## src/tsfc_pkg.sv

```systemverilog
// Shared types, codes and the CRC-8 step for the temperature sensor frame checker.
package tsfc_pkg;

    localparam int POS_W   = 4;
    localparam int TEMP_W  = 12;
    localparam int BYTE_W  = 8;
    localparam int ROM_BYTES_DEFAULT     = 8;
    localparam int SCRATCH_BYTES_DEFAULT = 9;
    localparam logic [BYTE_W-1:0] CRC_POLY = 8'h8C;

    typedef enum logic [1:0] {
        REQ_ROM     = 2'd0,
        REQ_CONVERT = 2'd1,
        REQ_SCRATCH = 2'd2,
        REQ_READ    = 2'd3
    } req_t;

    typedef enum logic [1:0] {
        LS_NOT_READY  = 2'd0,
        LS_IDLE       = 2'd1,
        LS_CONVERTING = 2'd2,
        LS_READY      = 2'd3
    } life_t;

    typedef enum logic [1:0] {
        ERR_NONE   = 2'd0,
        ERR_TIMING = 2'd1,
        ERR_CRC    = 2'd2
    } err_t;

    typedef enum logic [1:0] {
        ST_MID  = 2'd0,
        ST_OK   = 2'd1,
        ST_FAIL = 2'd2
    } status_t;

    typedef struct packed {
        req_t              req_type;
        logic [BYTE_W-1:0] data_byte;
    } item_t;

    typedef struct packed {
        err_t                     error_code;
        life_t                    sensor_state;
        logic signed [TEMP_W-1:0] temperature;
        status_t                  status;
    } result_t;

    function automatic logic [BYTE_W-1:0] crc8_step(input logic [BYTE_W-1:0] crc_in,
                                                    input logic [BYTE_W-1:0] data_in);
        logic [BYTE_W-1:0] crc;
        logic [BYTE_W-1:0] d;
        logic              mix;
        crc = crc_in;
        d   = data_in;
        for (int i = 0; i < BYTE_W; i++) begin
            mix = crc[0] ^ d[0];
            crc = crc >> 1;
            if (mix) begin
                crc = crc ^ CRC_POLY;
            end
            d = d >> 1;
        end
        return crc;
    endfunction

endpackage

```

## src/tsfc_core.sv

```systemverilog
// Sensor state, frame tracking and CRC check; computes one result per request.
module tsfc_core #(
    parameter int ROM_BYTES     = tsfc_pkg::ROM_BYTES_DEFAULT,
    parameter int SCRATCH_BYTES = tsfc_pkg::SCRATCH_BYTES_DEFAULT
) (
    input  logic              aclk,
    input  logic              aresetn,
    input  logic              step_en,
    input  tsfc_pkg::item_t   item,
    output tsfc_pkg::result_t result
);
    import tsfc_pkg::*;

    localparam logic [POS_W-1:0] ROM_LAST = POS_W'(ROM_BYTES - 1);
    localparam logic [POS_W-1:0] SP_LAST  = POS_W'(SCRATCH_BYTES - 1);

    life_t                    life_reg, life_next;
    err_t                     err_reg, err_next;
    logic signed [TEMP_W-1:0] held_reg, held_next;
    logic [BYTE_W-1:0]        crc_reg, crc_next;
    logic [POS_W-1:0]         pos_reg, pos_next;
    logic [BYTE_W-1:0]        cap_reg, cap_next;
    logic                     ign_reg, ign_next;
    logic                     sp_reg, sp_next;

    logic                     is_sp;
    logic [POS_W-1:0]         last_pos;
    logic [POS_W-1:0]         pos_cur;
    logic [BYTE_W-1:0]        crc_cur;
    logic                     ign_cur;
    status_t                  status;
    logic signed [TEMP_W-1:0] temp_out;

    always_comb begin
        life_next = life_reg;
        err_next  = err_reg;
        held_next = held_reg;
        crc_next  = crc_reg;
        pos_next  = pos_reg;
        cap_next  = cap_reg;
        ign_next  = ign_reg;
        sp_next   = sp_reg;
        status    = ST_MID;
        temp_out  = '0;
        is_sp     = (item.req_type == REQ_SCRATCH);
        last_pos  = is_sp ? SP_LAST : ROM_LAST;
        pos_cur   = pos_reg;
        crc_cur   = crc_reg;
        ign_cur   = ign_reg;
        unique case (item.req_type)
            REQ_ROM, REQ_SCRATCH: begin
                if (pos_cur != '0 && sp_reg != is_sp) begin
                    pos_cur = '0;
                end
                if (pos_cur == '0) begin
                    sp_next = is_sp;
                    crc_cur = '0;
                    ign_cur = is_sp && (life_reg != LS_CONVERTING);
                end
                ign_next = ign_cur;
                if (pos_cur == last_pos) begin
                    pos_next = '0;
                    crc_next = crc_cur;
                    if (is_sp) begin
                        if (ign_cur) begin
                            err_next = ERR_TIMING;
                            status   = ST_FAIL;
                        end else if (item.data_byte == crc_cur) begin
                            life_next = LS_READY;
                            status    = ST_OK;
                        end else begin
                            err_next = ERR_CRC;
                            status   = ST_FAIL;
                        end
                    end else begin
                        if (item.data_byte == crc_cur) begin
                            life_next = LS_IDLE;
                            status    = ST_OK;
                        end else begin
                            status = ST_FAIL;
                        end
                    end
                end else begin
                    crc_next = crc8_step(crc_cur, item.data_byte);
                    if (is_sp && !ign_cur) begin
                        if (pos_cur == POS_W'(0)) begin
                            cap_next = item.data_byte;
                        end else if (pos_cur == POS_W'(1)) begin
                            held_next = {item.data_byte[TEMP_W-BYTE_W-1:0], cap_reg};
                        end
                    end
                    pos_next = pos_cur + POS_W'(1);
                end
            end
            REQ_CONVERT: begin
                pos_next = '0;
                if (life_reg == LS_IDLE || life_reg == LS_READY) begin
                    life_next = LS_CONVERTING;
                    status    = ST_OK;
                end else begin
                    err_next = ERR_TIMING;
                    status   = ST_FAIL;
                end
            end
            REQ_READ: begin
                pos_next = '0;
                if (life_reg == LS_READY && err_reg == ERR_NONE) begin
                    temp_out  = held_reg;
                    held_next = '0;
                    life_next = LS_IDLE;
                    status    = ST_OK;
                end else begin
                    err_next = ERR_NONE;
                    status   = ST_FAIL;
                end
            end
            default: begin
                status = ST_FAIL;
            end
        endcase
    end

    always_comb begin
        result.status       = status;
        result.temperature  = temp_out;
        result.sensor_state = life_next;
        result.error_code   = err_next;
    end

    always_ff @(posedge aclk) begin
        if (!aresetn) begin
            life_reg <= LS_NOT_READY;
            err_reg  <= ERR_NONE;
            held_reg <= '0;
            crc_reg  <= '0;
            pos_reg  <= '0;
            ign_reg  <= 1'b0;
            sp_reg   <= 1'b0;
        end else if (step_en) begin
            life_reg <= life_next;
            err_reg  <= err_next;
            held_reg <= held_next;
            crc_reg  <= crc_next;
            pos_reg  <= pos_next;
            ign_reg  <= ign_next;
            sp_reg   <= sp_next;
        end
    end

    always_ff @(posedge aclk) begin
        if (step_en) begin
            cap_reg <= cap_next;
        end
    end

endmodule

```

## src/temp_sensor_frame_checker_unit.sv

```systemverilog
// Top level: request input register, checker core and result register.
// Host-side checker for a one-wire temperature sensor. Each request (ROM byte,
// convert, scratchpad byte or read) yields exactly one result carrying status,
// read temperature, sensor state and error code. A request can be taken every
// cycle unless backpressure on the master side has filled both registers. Each
// request is held in the input register, then makes one pass through the core
// (an unrolled eight-bit CRC-8 step) into the result register, from which it is
// presented on the master side. Both registers hold under backpressure, and a
// new request is still taken while a finished result waits on the master side.
module temp_sensor_frame_checker_unit #(
    parameter int ROM_BYTES     = tsfc_pkg::ROM_BYTES_DEFAULT,
    parameter int SCRATCH_BYTES = tsfc_pkg::SCRATCH_BYTES_DEFAULT
) (
    input  logic        aclk,
    input  logic        aresetn,
    input  logic        s_tvalid,
    output logic        s_tready,
    input  logic [7:0]  s_tdata,   // [7:0] data_byte
    input  logic [1:0]  s_tuser,   // [1:0] req_type
    output logic        m_tvalid,
    input  logic        m_tready,
    output logic [23:0] m_tdata    // [1:0] status, [13:2] temperature,
                                   // [15:14] sensor_state, [17:16] error_code, zero pad
);
    import tsfc_pkg::*;

    logic    in_vld_reg;
    item_t   in_item_reg;
    logic    out_vld_reg;
    result_t out_res_reg;
    result_t core_res;
    logic    advance;
    logic    s_fire;

    assign advance  = in_vld_reg && (!out_vld_reg || m_tready);
    assign s_tready = !in_vld_reg || advance;
    assign s_fire   = s_tvalid && s_tready;

    always_ff @(posedge aclk) begin
        if (!aresetn) begin
            in_vld_reg <= 1'b0;
        end else if (s_tready) begin
            in_vld_reg <= s_tvalid;
        end
    end

    always_ff @(posedge aclk) begin
        if (s_fire) begin
            in_item_reg.req_type  <= req_t'(s_tuser);
            in_item_reg.data_byte <= s_tdata;
        end
    end

    tsfc_core #(
        .ROM_BYTES     (ROM_BYTES),
        .SCRATCH_BYTES (SCRATCH_BYTES)
    ) u_core (
        .aclk    (aclk),
        .aresetn (aresetn),
        .step_en (advance),
        .item    (in_item_reg),
        .result  (core_res)
    );

    always_ff @(posedge aclk) begin
        if (!aresetn) begin
            out_vld_reg <= 1'b0;
        end else if (advance) begin
            out_vld_reg <= 1'b1;
        end else if (m_tready) begin
            out_vld_reg <= 1'b0;
        end
    end

    always_ff @(posedge aclk) begin
        if (advance) begin
            out_res_reg <= core_res;
        end
    end

    assign m_tvalid = out_vld_reg;
    assign m_tdata  = {6'd0, out_res_reg.error_code, out_res_reg.sensor_state,
                       out_res_reg.temperature, out_res_reg.status};

endmodule
```

## config.mk

```make
export PLATFORM = sky130hd
export DESIGN_NAME = temp_sensor_frame_checker_unit
export DESIGN_NICKNAME = d
export VERILOG_FILES = /design/src/tsfc_pkg.sv /design/src/tsfc_core.sv /design/src/temp_sensor_frame_checker_unit.sv
export SDC_FILE = /design/constraint.sdc
export NUM_CORES = 1
export LEC_CHECK = 0
export BUFFER_PORTS_ARGS = -buffer_cell sky130_fd_sc_hd__buf_4
export CORE_AREA = 8 8 103 81
export CTS_CLUSTER_SIZE = 25
export DETAILED_ROUTE_END_ITERATION = 7
export DIE_AREA = 0 0 111 89
export PLACE_DENSITY = 0.84
export SLEW_MARGIN = 10
export SYNTH_ARGS = -nofsm -noshare
export SYNTH_HDL_FRONTEND = slang
export SYNTH_SLANG_ARGS = --single-unit
```

## constraint.sdc

```tcl
create_clock -name aclk -period 3.15 [get_ports aclk]
set_input_delay 0.63 -clock aclk [delete_from_list [all_inputs] [get_ports aclk]]
set_output_delay 0.63 -clock aclk [all_outputs]
set_load 0.02 [all_outputs]
```

==> key figures, run 1 <==
Layout
  • Nets@finish: 386
  • Max reg flops: 18
  • Finished Layout Cells: 458
  • Diode count: 0
  • Design area: 3910 sq um
  • Most frequent cells in the layout: nor2_1 (53), buf_4 (45), edfxtp_1 (36), dfxtp_1 (32), nand2_1 (26)
  • Share of layout cells above drive strength 1: 19.5%
  • Fillers: 552
  • P&R area growth vs syn: 15.2%
  • Most common cell after layout, fill and taps aside: nor2_1

Setup path
  • CP endpoint kind: flop
  • Crit-path cells: nor2b_4 -> xnor2_4 -> nand2_1 -> ha_1 -> and4bb_2 -> a211o_1 -> nor2_1 -> o22ai_2 -> nor2_2 -> a2bb2oi_1 -> a21oi_1
  • Crit Path Class: reg2reg
  • Slowest stage delay, CP: 0.44 ns
  • CP arrival: 3.10 ns
  • Critical path fanouts, max: 10
  • Slowest cell on crit path: edfxtp_1
  • Critical Path RT: 3.24 ns
  • Worst setup SP type: flop

Power and ir drop
  • Leak Pwr: 1.43 nW
  • Worst ir drop on vdd: 0.000233 V
  • Sw frac: 26.3%
  • Comb pwr share: 12.2%
  • Sequential Power Share: 54.6%
  • Internal Pwr Total: 0.00134 W
  • Net load switching power: 0.000478 W
  • Clock power share: 33.1%
  • PwrDens: 465 nW/um^2

Logic synthesis
  • Ys Warns: 0
  • Post-synth top area cell: edfxtp_1
  • Main synth FF type: edfxtp_1
  • FF+latch count, synth: 68
  • Seq/Total Area, Yosys: 50.8%
  • Mapped Area: 3390 sq um
  • Number of synthesized flops with an enable pin: 36
  • Post-Synthesis Cells: 330
  • Post-synth ARST share: 0%
  • Post-synth top area share: 31.9%
  • Synth cell types: 58
  • Synth top area cells: edfxtp_1 (32%), dfxtp_1 (19%), nor2_1 (6.0%)
  • Syn avg cell area: 10.3 sq um

Floorplan
  • I/O pin count: 40
  • Die W: 111 microns
  • Die H: 89 microns
  • Core footprint: 6670 sq um
  • Die footprint: 9880 sq um
  • Initial core utilization: 50.9%
  • Num rows: 26

Detailed routing
  • Overall routed net length: 7430 microns
  • Drt via density: 5.72
  • Number of remaining DRC errors: 0
  • Drt pass-1 iters: 5
  • Vias after detailed routing: 2619
  • DR WL/cell: 16.2 microns
  • Final ANT Viol Nets: 0
  • 1st-iter DRT viols: 150

Clock network
  • Root buffer cell: clkbuf_8
  • Clock Latency Late Sink: 0.35 ns
  • Clock-pin transition on the worst setup and hold timing paths: 0.07 ns
  • Num CTS Buffers: 9
  • CTS tree: yes
  • Max H-tree Level: 3
  • Max Buffers Root-to-Sink: 2
  • # clock sinks: 68

STA
  • Clock skew: 0.0108 ns
  • Final Setup Violations: 0
  • Slew @ Worst Pin: 0.949 ns
  • Slew Limit Fails: 0
  • Fmax: 332 MHz
  • Period minus WS final: 3.01 ns
  • Final WS setup: 0.142 ns
  • Fin crit share: 95.5%
  • Final hold vios: 0
  • Relative slew slack: 36.6%

GRT
  • Initial antenna violation count: 0
  • Largest net degree at the start of global routing: 30
  • Gr usage total: 15.5%
  • Grt ovf: 0
  • Vias in the first global route: 2493
  • First-pass GRT wire length: 12400 microns

Min path
  • Hold Crit Class: in2reg

Place
  • Port bufs: 33
  • GP Congestion: 0.925
  • Pre-CTS setup slack: -0.0161 ns
  • DP HPWL: 5250 microns
  • Dpl cell area: 3720 sq um
  • # placed instances: 441

Outcome
  • Outcome: finished, final reports clean

Job
  • Max-cap violations: 0
==> power by group through the flow <==
stage	Combinational (W)	Clock, W	Sequential (W)
floorplan	0.000148	0	0.00101
global placement	0.000212	0	0.00101
detailed placement	0.000215	0	0.00101
CTS	0.000218	0.000614	0.000992
global route	0.000240	0.000660	0.000997
finish	0.000223	0.000602	0.000993
==> synth_stat cells (2+ instances only) <==
library cell,n
a22oi_1,15
a21oi_1,12
a211o_1,2
o211ai_1,2
and2_1,14
a211oi_1,4
xnor2_1,18
o31a_1,2
buf_2,3
o22ai_2,2
nor3_1,5
nor2_1,54
and3_1,3
nor2b_1,4
nand2_1,26
nand3_1,6
mux2i_1,3
nand4_1,3
a31oi_1,7
clkbuf_1,10
inv_1,6
a2111oi_1,4
ha_1,3
buf_4,7
nor4bb_1,3
nand2b_1,4
o21ai_0,3
edfxtp_1,36
xor2_1,7
buf_6,2
dfxtp_1,32
and4bb_2,2
==> path summary, 6_finish.rpt <==
kind                                  start                        endpoint  slack [ns]  cells past startpoint
max                in_item_reg[8]$_DFFE_PP_           m_tdata[17]$_DFFE_PP_        0.14                     11
min                              s_tuser[1]        in_item_reg[9]$_DFFE_PP_        0.46                      1
max reg2reg        in_item_reg[8]$_DFFE_PP_           m_tdata[17]$_DFFE_PP_        0.14                     11
min reg2reg  u_core.err_reg[0]$_SDFFE_PN0P_  u_core.err_reg[0]$_SDFFE_PN0P_        0.48                      2
==> worst max-delay path: cells and delay by family, from the launching register on <==
kind | cells | cell delay [ns]
flops | 1 | 0.44
compound gates | 4 | 0.86
fa+ha+maj | 1 | 0.27
xor+xnor | 1 | 0.14
simple gates | 5 | 1.04
==> layout make-up <==
type                            instances  area [sq um]  area share, %
Clock buffer                           11           131           3.36
Clock inverter                          5          28.8          0.737
Sequential cell                        68          1720           44.1
Multi-Input combinational cell        238          1560           39.8
Inverter                                7          26.3          0.673
Timing Repair Buffer                   45           338           8.65
Tap cell                               84           105           2.69
==> what timing repair did <==
| item | 4_1_cts | 5_1_grt |
|---|---|---|
| setup buffers | 0 | 1 |
| endpoints found under the setup margin | 1 | 12 |
| pin swaps | 0 | 1 |
| resized for setup | 1 | 3 |
| hold endpoints to repair | 0 | 0 |
| hold buffers | 0 | 0 |
==> cell families after synthesis <==
family,share of synthesized area (%)
other,0.111
AOI/OAI and AO/OA,14.5
DFF,50.8
buffers and inverters,4.54
xor gates and xnor gates,8.67
and+or+nand+nor,19.4
adders and majority gates,1.11
muxes,0.885
==> stage by stage <==
step | hold slack [ns] | total power, W | util, % | TNS, ns
2_1_floorplan | 0.445 | 0.00116 | - | 0
3_3_place_gp | 0.466 | 0.00122 | 55.8 | 0
3_5_place_dp | 0.468 | 0.00123 | 55.8 | -0.0161
4_1_cts | 0.444 | 0.00182 | 58.2 | 0
5_1_grt | 0.435 | 0.00190 | 58.6 | -0.0453
6_report | 0.456 | 0.00182 | 58.6 | 0
==> metal layers <==
metal | vias to the layer above | track usage, % | wire length (microns)
met4 | 0 | 5.01 | 82
met2 | 106 | 24.0 | 3320
met5 | - | 0 | 0
li1 | 1259 | - | -
met1 | 1243 | 19.5 | 3410
met3 | 11 | 6.37 | 617
(Power assumes the default switching activity.)
==> inputs of run 2 (changes only) <==
Settings changed: CELL_PAD_IN_SITES_DETAIL_PLACEMENT set to 0, CELL_PAD_IN_SITES_GLOBAL_PLACEMENT set to 1, CORE_AREA 8 8 103 81 to 8 8 115 90, DIE_AREA 0 0 111 89 to 0 0 123 98.
==> run 2 against run 1 <==
Design area increased by 5.0%. Combinational power increased by 3%. Sequential power about the same. Die area increased by 22%. Hold slack improved by 0.013 ns.
==> key figures, run 2 (synthesis results as in run 1) <==
Clock network
  • Num CTS Buffers: 9 (unchanged)
  • CTS Hold Bufs: 0 (unchanged)
  • Root buffer cell: clkbuf_16
  • Max Buffers Root-to-Sink: 2 (unchanged)
  • Post CTS Setup Buffer Count: 0 (unchanged)
  • Clock-pin transition on the worst setup and hold timing paths: 0.05 ns (-0.02 ns)
  • Max H-tree Level: 3 (unchanged)
  • Clock Latency Late Sink: 0.33 ns (-0.02 ns)
  • CTS tree: yes
  • # clock sinks: 68 (unchanged)

Setup path
  • R2R depth: 11 (unchanged)
  • Worst setup SP type: flop
  • Slowest cell on crit path: edfxtp_1
  • Crit-path cells: nor2b_4 -> xnor2_4 -> nand2_1 -> ha_2 -> and4bb_2 -> a211o_2 -> nor2_1 -> o22ai_2 -> nor3_4 -> nand2_1 -> and3_1
  • Critical path origin: in_item_reg[8]$_DFFE_PP_
  • Cell mode on critical path: nand2_1
  • Crit Path Class: reg2reg
  • Slowest stage delay, CP: 0.42 ns (-0.02 ns)
  • CP arrival: 3.04 ns (-0.06 ns)
  • R2r setup slk: 0.19 ns (+0.05 ns)
  • Worst r2r src: in_item_reg[8]$_DFFE_PP_
  • Critical path fanouts, max: 9 (-1)
  • CP endpoint kind: flop
  • Worst Setup EP: m_tdata[15]$_DFFE_PP_
  • Reg2reg end: m_tdata[15]$_DFFE_PP_
  • Critical Path RT: 3.23 ns (about the same)

Layout
  • Register area: 1720 sq um (unchanged)
  • Share of layout cells above drive strength 1: 19.9% (+0.43 points)
  • Diode count: 0 (unchanged)
  • Finished Layout Cells: 488 (+6.6%)
  • Fillers: 825 (+49%)
  • Most common cell after layout, fill and taps aside: nor2_1
  • Nets@finish: 388 (+0.52%)
  • Most frequent cells in the layout: nor2_1 (53), buf_4 (47), edfxtp_1 (36), dfxtp_1 (32), nand2_1 (26)
  • Max reg flops: 18 (unchanged)
  • Area of the multi-input gates: 1570 sq um (+1.2%)
  • Core Util, Final: 47.1% (-11 points)
  • P&R area growth vs syn: 21.0%

STA
  • Slew Limit Fails: 0 (unchanged)
  • Fmax: 338 MHz (+1.5%)
  • Period minus WS final: 2.96 ns (-0.0456 ns)
  • Clock skew: 0.00564 ns (-0.00520 ns)
  • Final Setup Violations: 0 (unchanged)
  • Final WS setup: 0.187 ns (+0.0456 ns)
  • Final hold vios: 0 (unchanged)
  • Fin crit share: 94.1% (-1.4 points)
  • Slew @ Worst Pin: 0.604 ns (-0.345 ns)
  • Relative slew slack: 59.5% (+23 points)
  • RSZ-0062 raised after global routing: no
  • WHS: 0.469 ns (+0.0131 ns)

Floorplan
  • Die H: 98 microns (+10%)
  • Num rows: 30 (+15%)
  • Die W: 123 microns (+11%)
  • Initial core utilization: 39.0% (-12 points)
  • Core footprint: 8710 sq um (+31%)
  • Die footprint: 12100 sq um (+22%)
  • I/O pin count: 40 (unchanged)

Power and ir drop
  • Sequential Power Share: 45.2% (-9.4 points)
  • Sw frac: 23.1% (-3.2 points)
  • Worst ir drop on vdd: 0.000345 V (+48%)
  • Internal Pwr Total: 0.00169 W (+26%)
  • Total power: 0.00220 W (+21%)
  • PwrDens: 536 nW/um^2 (+15%)
  • Comb pwr share: 10.4% (-1.8 points)
  • Clock power share: 44.4% (+11 points)
  • Leak Pwr: 1.50 nW (+5.1%)
  • Net load switching power: 0.000509 W (+6.5%)

GRT
  • Grt ovf: 0 (unchanged)
  • Vias in the first global route: 2544 (+2.0%)
  • Initial antenna violation count: 0 (unchanged)
  • Largest net degree at the start of global routing: 21 (-30%)
  • Gr usage total: 13.8% (-1.8 points)
  • First-pass GRT wire length: 12800 microns (+3.4%)

Place
  • GP Congestion: 0.916 (-0.98%)
  • Port bufs: 33 (unchanged)
  • Pre-CTS setup slack: -0.0289 ns (-0.0128 ns)
  • DP HPWL: 5810 microns (+11%)
  • # placed instances: 472 (+7.0%)

Min path
  • Hold Crit Class: reg2reg

Detailed routing
  • Final ANT Viol Nets: 0 (unchanged)
  • Drt via density: 5.35 (-6.4%)
  • Vias after detailed routing: 2611 (-0.31%)
  • Drt pass-1 iters: 4 (-1)
  • Number of remaining DRC errors: 0 (unchanged)
  • DR WL/cell: 16.7 microns (+3.1%)
  • Overall routed net length: 8160 microns (+9.8%)
  • 1st-iter DRT viols: 244 (+63%)

Job
  • Max-cap violations: 0 (unchanged)

Outcome
  • Outcome: finished, final reports clean
[run 2: cell types whose count changed in the layout (fill, tap and decap cells not counted), sizes merged]
| cell | previous run | this run |
|---|---|---|
| bufinv | 0 | 1 |
| buf | 45 | 47 |
| clkbuf | 11 | 13 |
| clkinvlp | 2 | 0 |
| clkinv | 4 | 3 |
[run 2: how the worst min path moves through the flow]
stage                                      to  slack (ns)  depth (start not counted)                            from
3_5_place_dp   u_core.err_reg[0]$_SDFFE_PN0P_        0.46                          2  u_core.err_reg[0]$_SDFFE_PN0P_
2_1_floorplan  u_core.err_reg[0]$_SDFFE_PN0P_        0.44                          2  u_core.err_reg[0]$_SDFFE_PN0P_
4_1_cts              in_item_reg[5]$_DFFE_PP_        0.46                          1                      s_tdata[5]
5_1_grt              in_item_reg[7]$_DFFE_PP_        0.47                          1                      s_tdata[7]
3_3_place_gp   u_core.err_reg[0]$_SDFFE_PN0P_        0.46                          2  u_core.err_reg[0]$_SDFFE_PN0P_
6_report       u_core.err_reg[0]$_SDFFE_PN0P_        0.47                          2  u_core.err_reg[0]$_SDFFE_PN0P_
[run 2: final cells by class]
| cell class | instances | share of cell area (%) |
|---|---|---|
| clock inverter | 3 | 0.915 |
| sequential | 68 | 42.0 |
| clock buffer | 13 | 6.10 |
| timing repair buffer | 47 | 8.60 |
| tap | 112 | 3.42 |
| multi-input combinational | 238 | 38.4 |
| inverter | 7 | 0.640 |
[run 2: per-layer routing]
layer / vias up / wire (microns) / global-route usage (%)
met5: - / 0 / 0
met4: 0 / 142 / 5.72
met3: 20 / 630 / 3.69
met2: 96 / 3770 / 20.9
met1: 1238 / 3610 / 18.1
li1: 1257 / - / -
[run 2: critical path, delay by kind of cell (launching register included)]
| family | cells | cell delay (ns) |
|---|---|---|
| simple gates | 7 | 1.33 |
| xor+xnor | 1 | 0.17 |
| compound gates | 2 | 0.55 |
| fa+ha+maj | 1 | 0.24 |
| flops | 1 | 0.42 |
[run 2: repair_timing]
item,4_1_cts,5_1_grt
pin swaps,0,3
resized for setup,1,7
setup endpoints to repair,4,14
[run 2: power by group through the flow]
stage / Clock (W) / Sequential, W / Combinational (W)
2_1_floorplan: 0 / 0.00101 / 0.000148
4_1_cts: 0.000997 / 0.000994 / 0.000223
6_report: 0.000976 / 0.000995 / 0.000229
3_3_place_gp: 0 / 0.00101 / 0.000217
3_5_place_dp: 0 / 0.00101 / 0.000221
5_1_grt: 0.00102 / 0.000998 / 0.000248
[run 2: per-stage QoR]
stage	cell area (sq um)	TNS, ns
finish	4100	0
global route	4100	0
CTS	4070	0
detailed placement	3780	-0.0577
global placement	3780	0
floorplan	3410	0
==> inputs of run 3 (changes only) <==
Settings changed: SYNTH_HIERARCHICAL set to 1.
==> run 3 against run 2 <==
Register-to-register slack better by 0.03 ns. Hold slack got worse by 0.024 ns. Largest power group is now clock. Fmax increased by 0.91%. Synthesized area about the same. Clock power rose by 6%. First-iteration DRC count down 29%. Non-clock buffer count is 2 lower. Critical endpoint is now m_tdata[16]$_DFFE_PP_. Power increased by 1.8%. Flip-flop and latch count is the same. Routed wire length decreased by 3.1%. Die area unchanged. Largest cell class unchanged.
==> key figures, run 3 <==
Logic synthesis
  • Seq/Total Area, Yosys: 50.7% (about the same)
  • Synthesized-area fraction occupied by and/or/nand/nor cells: 19.8% (+0.43 points)
  • Main synth FF type: edfxtp_1
  • Synth Area in Adders: 1.11% (about the same)
  • Post-synth ARST share: 0% (unchanged)
  • Post-synthesis compound-gate area fraction: 16.4% (+1.8 points)
  • Post-synthesis xor/xnor area fraction: 6.86% (-1.8 points)
  • Ys Warns: 6 (+6)
  • Post-Synthesis Cells: 335 (+1.5%)
  • FF+latch count, synth: 68 (unchanged)
  • Number of synthesized flops with an enable pin: 36 (unchanged)
  • Largest family of logic cells by synthesized area: simple AND/OR/NAND/NOR gates
  • Post-synth top area share: 31.8% (about the same)
  • Synth cell count leaders: nand2_1 (38), edfxtp_1 (36), dfxtp_1 (32), a21oi_1 (24)
  • Most frequent cell after synthesis: nand2_1
  • Mapped Area: 3390 sq um (about the same)
  • Syn avg cell area: 10.1 sq um (-1.4%)
  • Post-synth top area cell: edfxtp_1
  • Synth top area cells: edfxtp_1 (32%), dfxtp_1 (19%), nand2_1 (4.2%)
  • Synth cell types: 62 (+6.9%)
  • Mux share of post-synthesis cell area: 0.590% (-0.30 points)

Setup path
  • Crit Path Class: reg2reg
  • Slowest cell on crit path: a2111oi_1
  • CP endpoint kind: flop
  • CP arrival: 3.03 ns (about the same)
  • Levels on crit path: 10 (-1)
  • Crit-path cells: nor2b_1 -> xnor2_2 -> nand2_1 -> ha_1 -> and4bb_1 -> a2111oi_1 -> o32a_1 -> a221oi_4 -> nand2b_1 -> a21o_1
  • Top delay family on crit path: compound AO/OA/AOI/OAI gates
  • Worst setup SP type: flop
  • Slowest stage delay, CP: 0.47 ns (+0.05 ns)
  • R2R depth: 10 (-1)
  • Critical Path RT: 3.24 ns (about the same)
  • Critical path fanouts, max: 7 (-2)
  • Buf/Inv on CP: 0 (unchanged)

STA
  • Slew @ Worst Pin: 1.19 ns (+0.584 ns)
  • WHS: 0.445 ns (-0.0241 ns)
  • Slew Limit Fails: 0 (unchanged)
  • Fin crit share: 93.2% (-0.85 points)
  • Period minus WS final: 2.94 ns (-0.0268 ns)
  • Fmax: 341 MHz (+0.91%)
  • Clock skew: 0.00466 ns (-0.000979 ns)
  • Final hold vios: 0 (unchanged)
  • Final WS setup: 0.214 ns (+0.0268 ns)
  • Final Setup Violations: 0 (unchanged)
  • Relative slew slack: 20.0% (-40 points)

Floorplan
  • Die H: 98 microns (unchanged)
  • I/O pin count: 40 (unchanged)
  • Initial core utilization: 39.0% (about the same)
  • Num rows: 30 (unchanged)
  • Core footprint: 8710 sq um (unchanged)
  • Die W: 123 microns (unchanged)
  • Die footprint: 12100 sq um (unchanged)

Clock network
  • Max Buffers Root-to-Sink: 2 (unchanged)
  • CTS tree: yes
  • Clock Latency Late Sink: 0.34 ns (about the same)
  • Max H-tree Level: 3 (unchanged)
  • Num CTS Buffers: 9 (unchanged)
  • Root buffer cell: clkbuf_16
  • Clock-pin transition on the worst setup and hold timing paths: 0.06 ns (about the same)
  • # clock sinks: 68 (unchanged)

Job
  • Max-cap violations: 0 (unchanged)

Place
  • # placed instances: 473 (+0.21%)
  • Pre-CTS setup slack: 0.221 ns (+0.250 ns)
  • DP HPWL: 5730 microns (-1.5%)
  • Dpl cell area: 3780 sq um (about the same)
  • GP Congestion: 0.865 (-5.5%)
  • Port bufs: 33 (unchanged)

Power and ir drop
  • PwrDens: 545 nW/um^2 (+1.7%)
  • Worst ir drop on vdd: 0.000259 V (-25%)
  • Leak Pwr: 1.52 nW (+1.2%)
  • Total power: 0.00224 W (+1.8%)

Detailed routing
  • Met2 routed WL: 3580 microns (-5.1%)
  • Highest Signal Layer: met4
  • 1st-iter DRT viols: 173 (-29%)
  • Overall routed net length: 7910 microns (-3.1%)
  • Number of remaining DRC errors: 0 (unchanged)
  • Met1 Wirelength: 3700 microns (+2.3%)
  • DR WL/cell: 16.2 microns (-3.3%)
  • Drt pass-1 iters: 4 (unchanged)
  • Vias after detailed routing: 2617 (+0.23%)
  • Met3 WL: 521 microns (-17%)
  • Final ANT Viol Nets: 0 (unchanged)
  • Drt via density: 5.35 (about the same)

Outcome
  • Outcome: finished, final reports clean

Layout
  • Register area: 1720 sq um (unchanged)
  • Max reg flops: 18 (unchanged)
  • Share of layout cells above drive strength 1: 19.6% (-0.32 points)
  • Fillers: 834 (+1.1%)
  • Design area: 4110 sq um (+0.12%)
  • Area of the multi-input gates: 1570 sq um (-0.32%)
  • Most frequent cells in the layout: buf_4 (45), nand2_1 (38), edfxtp_1 (36), dfxtp_1 (32), a21oi_1 (24)
  • Most common cell after layout, fill and taps aside: buf_4
  • Nets@finish: 389 (+0.26%)
  • Diode count: 0 (unchanged)
  • P&R area growth vs syn: 21.0% (about the same)
  • Finished Layout Cells: 489 (+0.20%)

GRT
  • Gr usage total: 13.8% (about the same)
  • Grt ovf: 0 (unchanged)
  • Largest net degree at the start of global routing: 34 (+62%)
  • Initial antenna violation count: 0 (unchanged)
  • First-pass GRT wire length: 13000 microns (+1.5%)
  • Vias in the first global route: 2576 (+1.3%)

Min path
  • Hold path cells: 2 (unchanged)
  • Hold Crit Class: reg2reg
run 3: changes by cell type after synthesis, sizes merged, moves of 3 or more:
| cell | before | now |
|---|---|---|
| a31oi | 7 | 4 |
| nor2 | 55 | 16 |
| nand3 | 6 | 16 |
| xnor2 | 19 | 16 |
| nor3 | 6 | 10 |
| o21ai | 4 | 17 |
| nand3b | 0 | 3 |
| a22oi | 15 | 1 |
| o21a | 1 | 4 |
| o2111ai | 0 | 4 |
| nand2 | 26 | 38 |
| clkbuf | 10 | 13 |
| a21oi | 12 | 24 |
| nor4bb | 3 | 0 |
run 3: routing by layer:
metal,vias to the layer above,global-route usage (%)
met2,82,20.4
met3,9,4.09
met1,1248,18.2
li1,1278,-
met4,0,6.00
met5,-,0
run 3: where the power goes:
group	switching [W]	internal, W
registers	0.0000332	0.000964
clock network	0.000408	0.000626
logic	0.000123	0.0000859
run 3: area by class of cell:
type / instances / share of cell area, %
clock inverters: 7 / 2.04
inverters: 8 / 0.731
well taps: 112 / 3.41
flip-flops and latches: 68 / 41.9
multi-input cells: 240 / 38.2
clock buffers: 9 / 5.48
repair buffers: 45 / 8.22
run 3: through the flow:
step / utilization [%] / setup TNS, ns
3_3_place_gp: 43.4 / 0
4_1_cts: 46.9 / 0
5_1_grt: 47.2 / -0.0221
6_report: 47.2 / 0
3_5_place_dp: 43.4 / 0
2_1_floorplan: - / 0
run 3: timing repair:
item / 4_1_cts / 5_1_grt
hold buffers: 0 / 0
setup buffers: 0 / 0
gates resized for setup: 0 / 3
setup endpoints to repair: 0 / 5
run 3: cell families after synthesis:
family          after synthesis
fa+ha+maj                     3
flops                        68
mux                           2
buf+inv                      32
simple gates                124
other cells                   1
compound gates               80
xor+xnor                     25
run 3: worst paths after layout:
kind / start / to / slack (ns)
setup reg to reg: in_item_reg[8]$_DFFE_PP_ / m_tdata[16]$_DFFE_PP_ / 0.21
hold reg to reg: u_core/held_reg[3]$_SDFFE_PN0P_ / u_core/held_reg[3]$_SDFFE_PN0P_ / 0.45
setup / recovery: in_item_reg[8]$_DFFE_PP_ / m_tdata[16]$_DFFE_PP_ / 0.21
hold / removal: u_core/held_reg[3]$_SDFFE_PN0P_ / u_core/held_reg[3]$_SDFFE_PN0P_ / 0.45
run 3: worst reg2reg max path, stage by stage, from the launching register on:
cell and delay, ns:
edfxtp_1 0.39, nor2b_1 0.24, xnor2_2 0.16, nand2_1 0.13
ha_1 0.27, and4bb_1 0.30, a2111oi_1 0.48, o32a_1 0.31
a221oi_4 0.08, nand2b_1 0.19, a21o_1 0.16
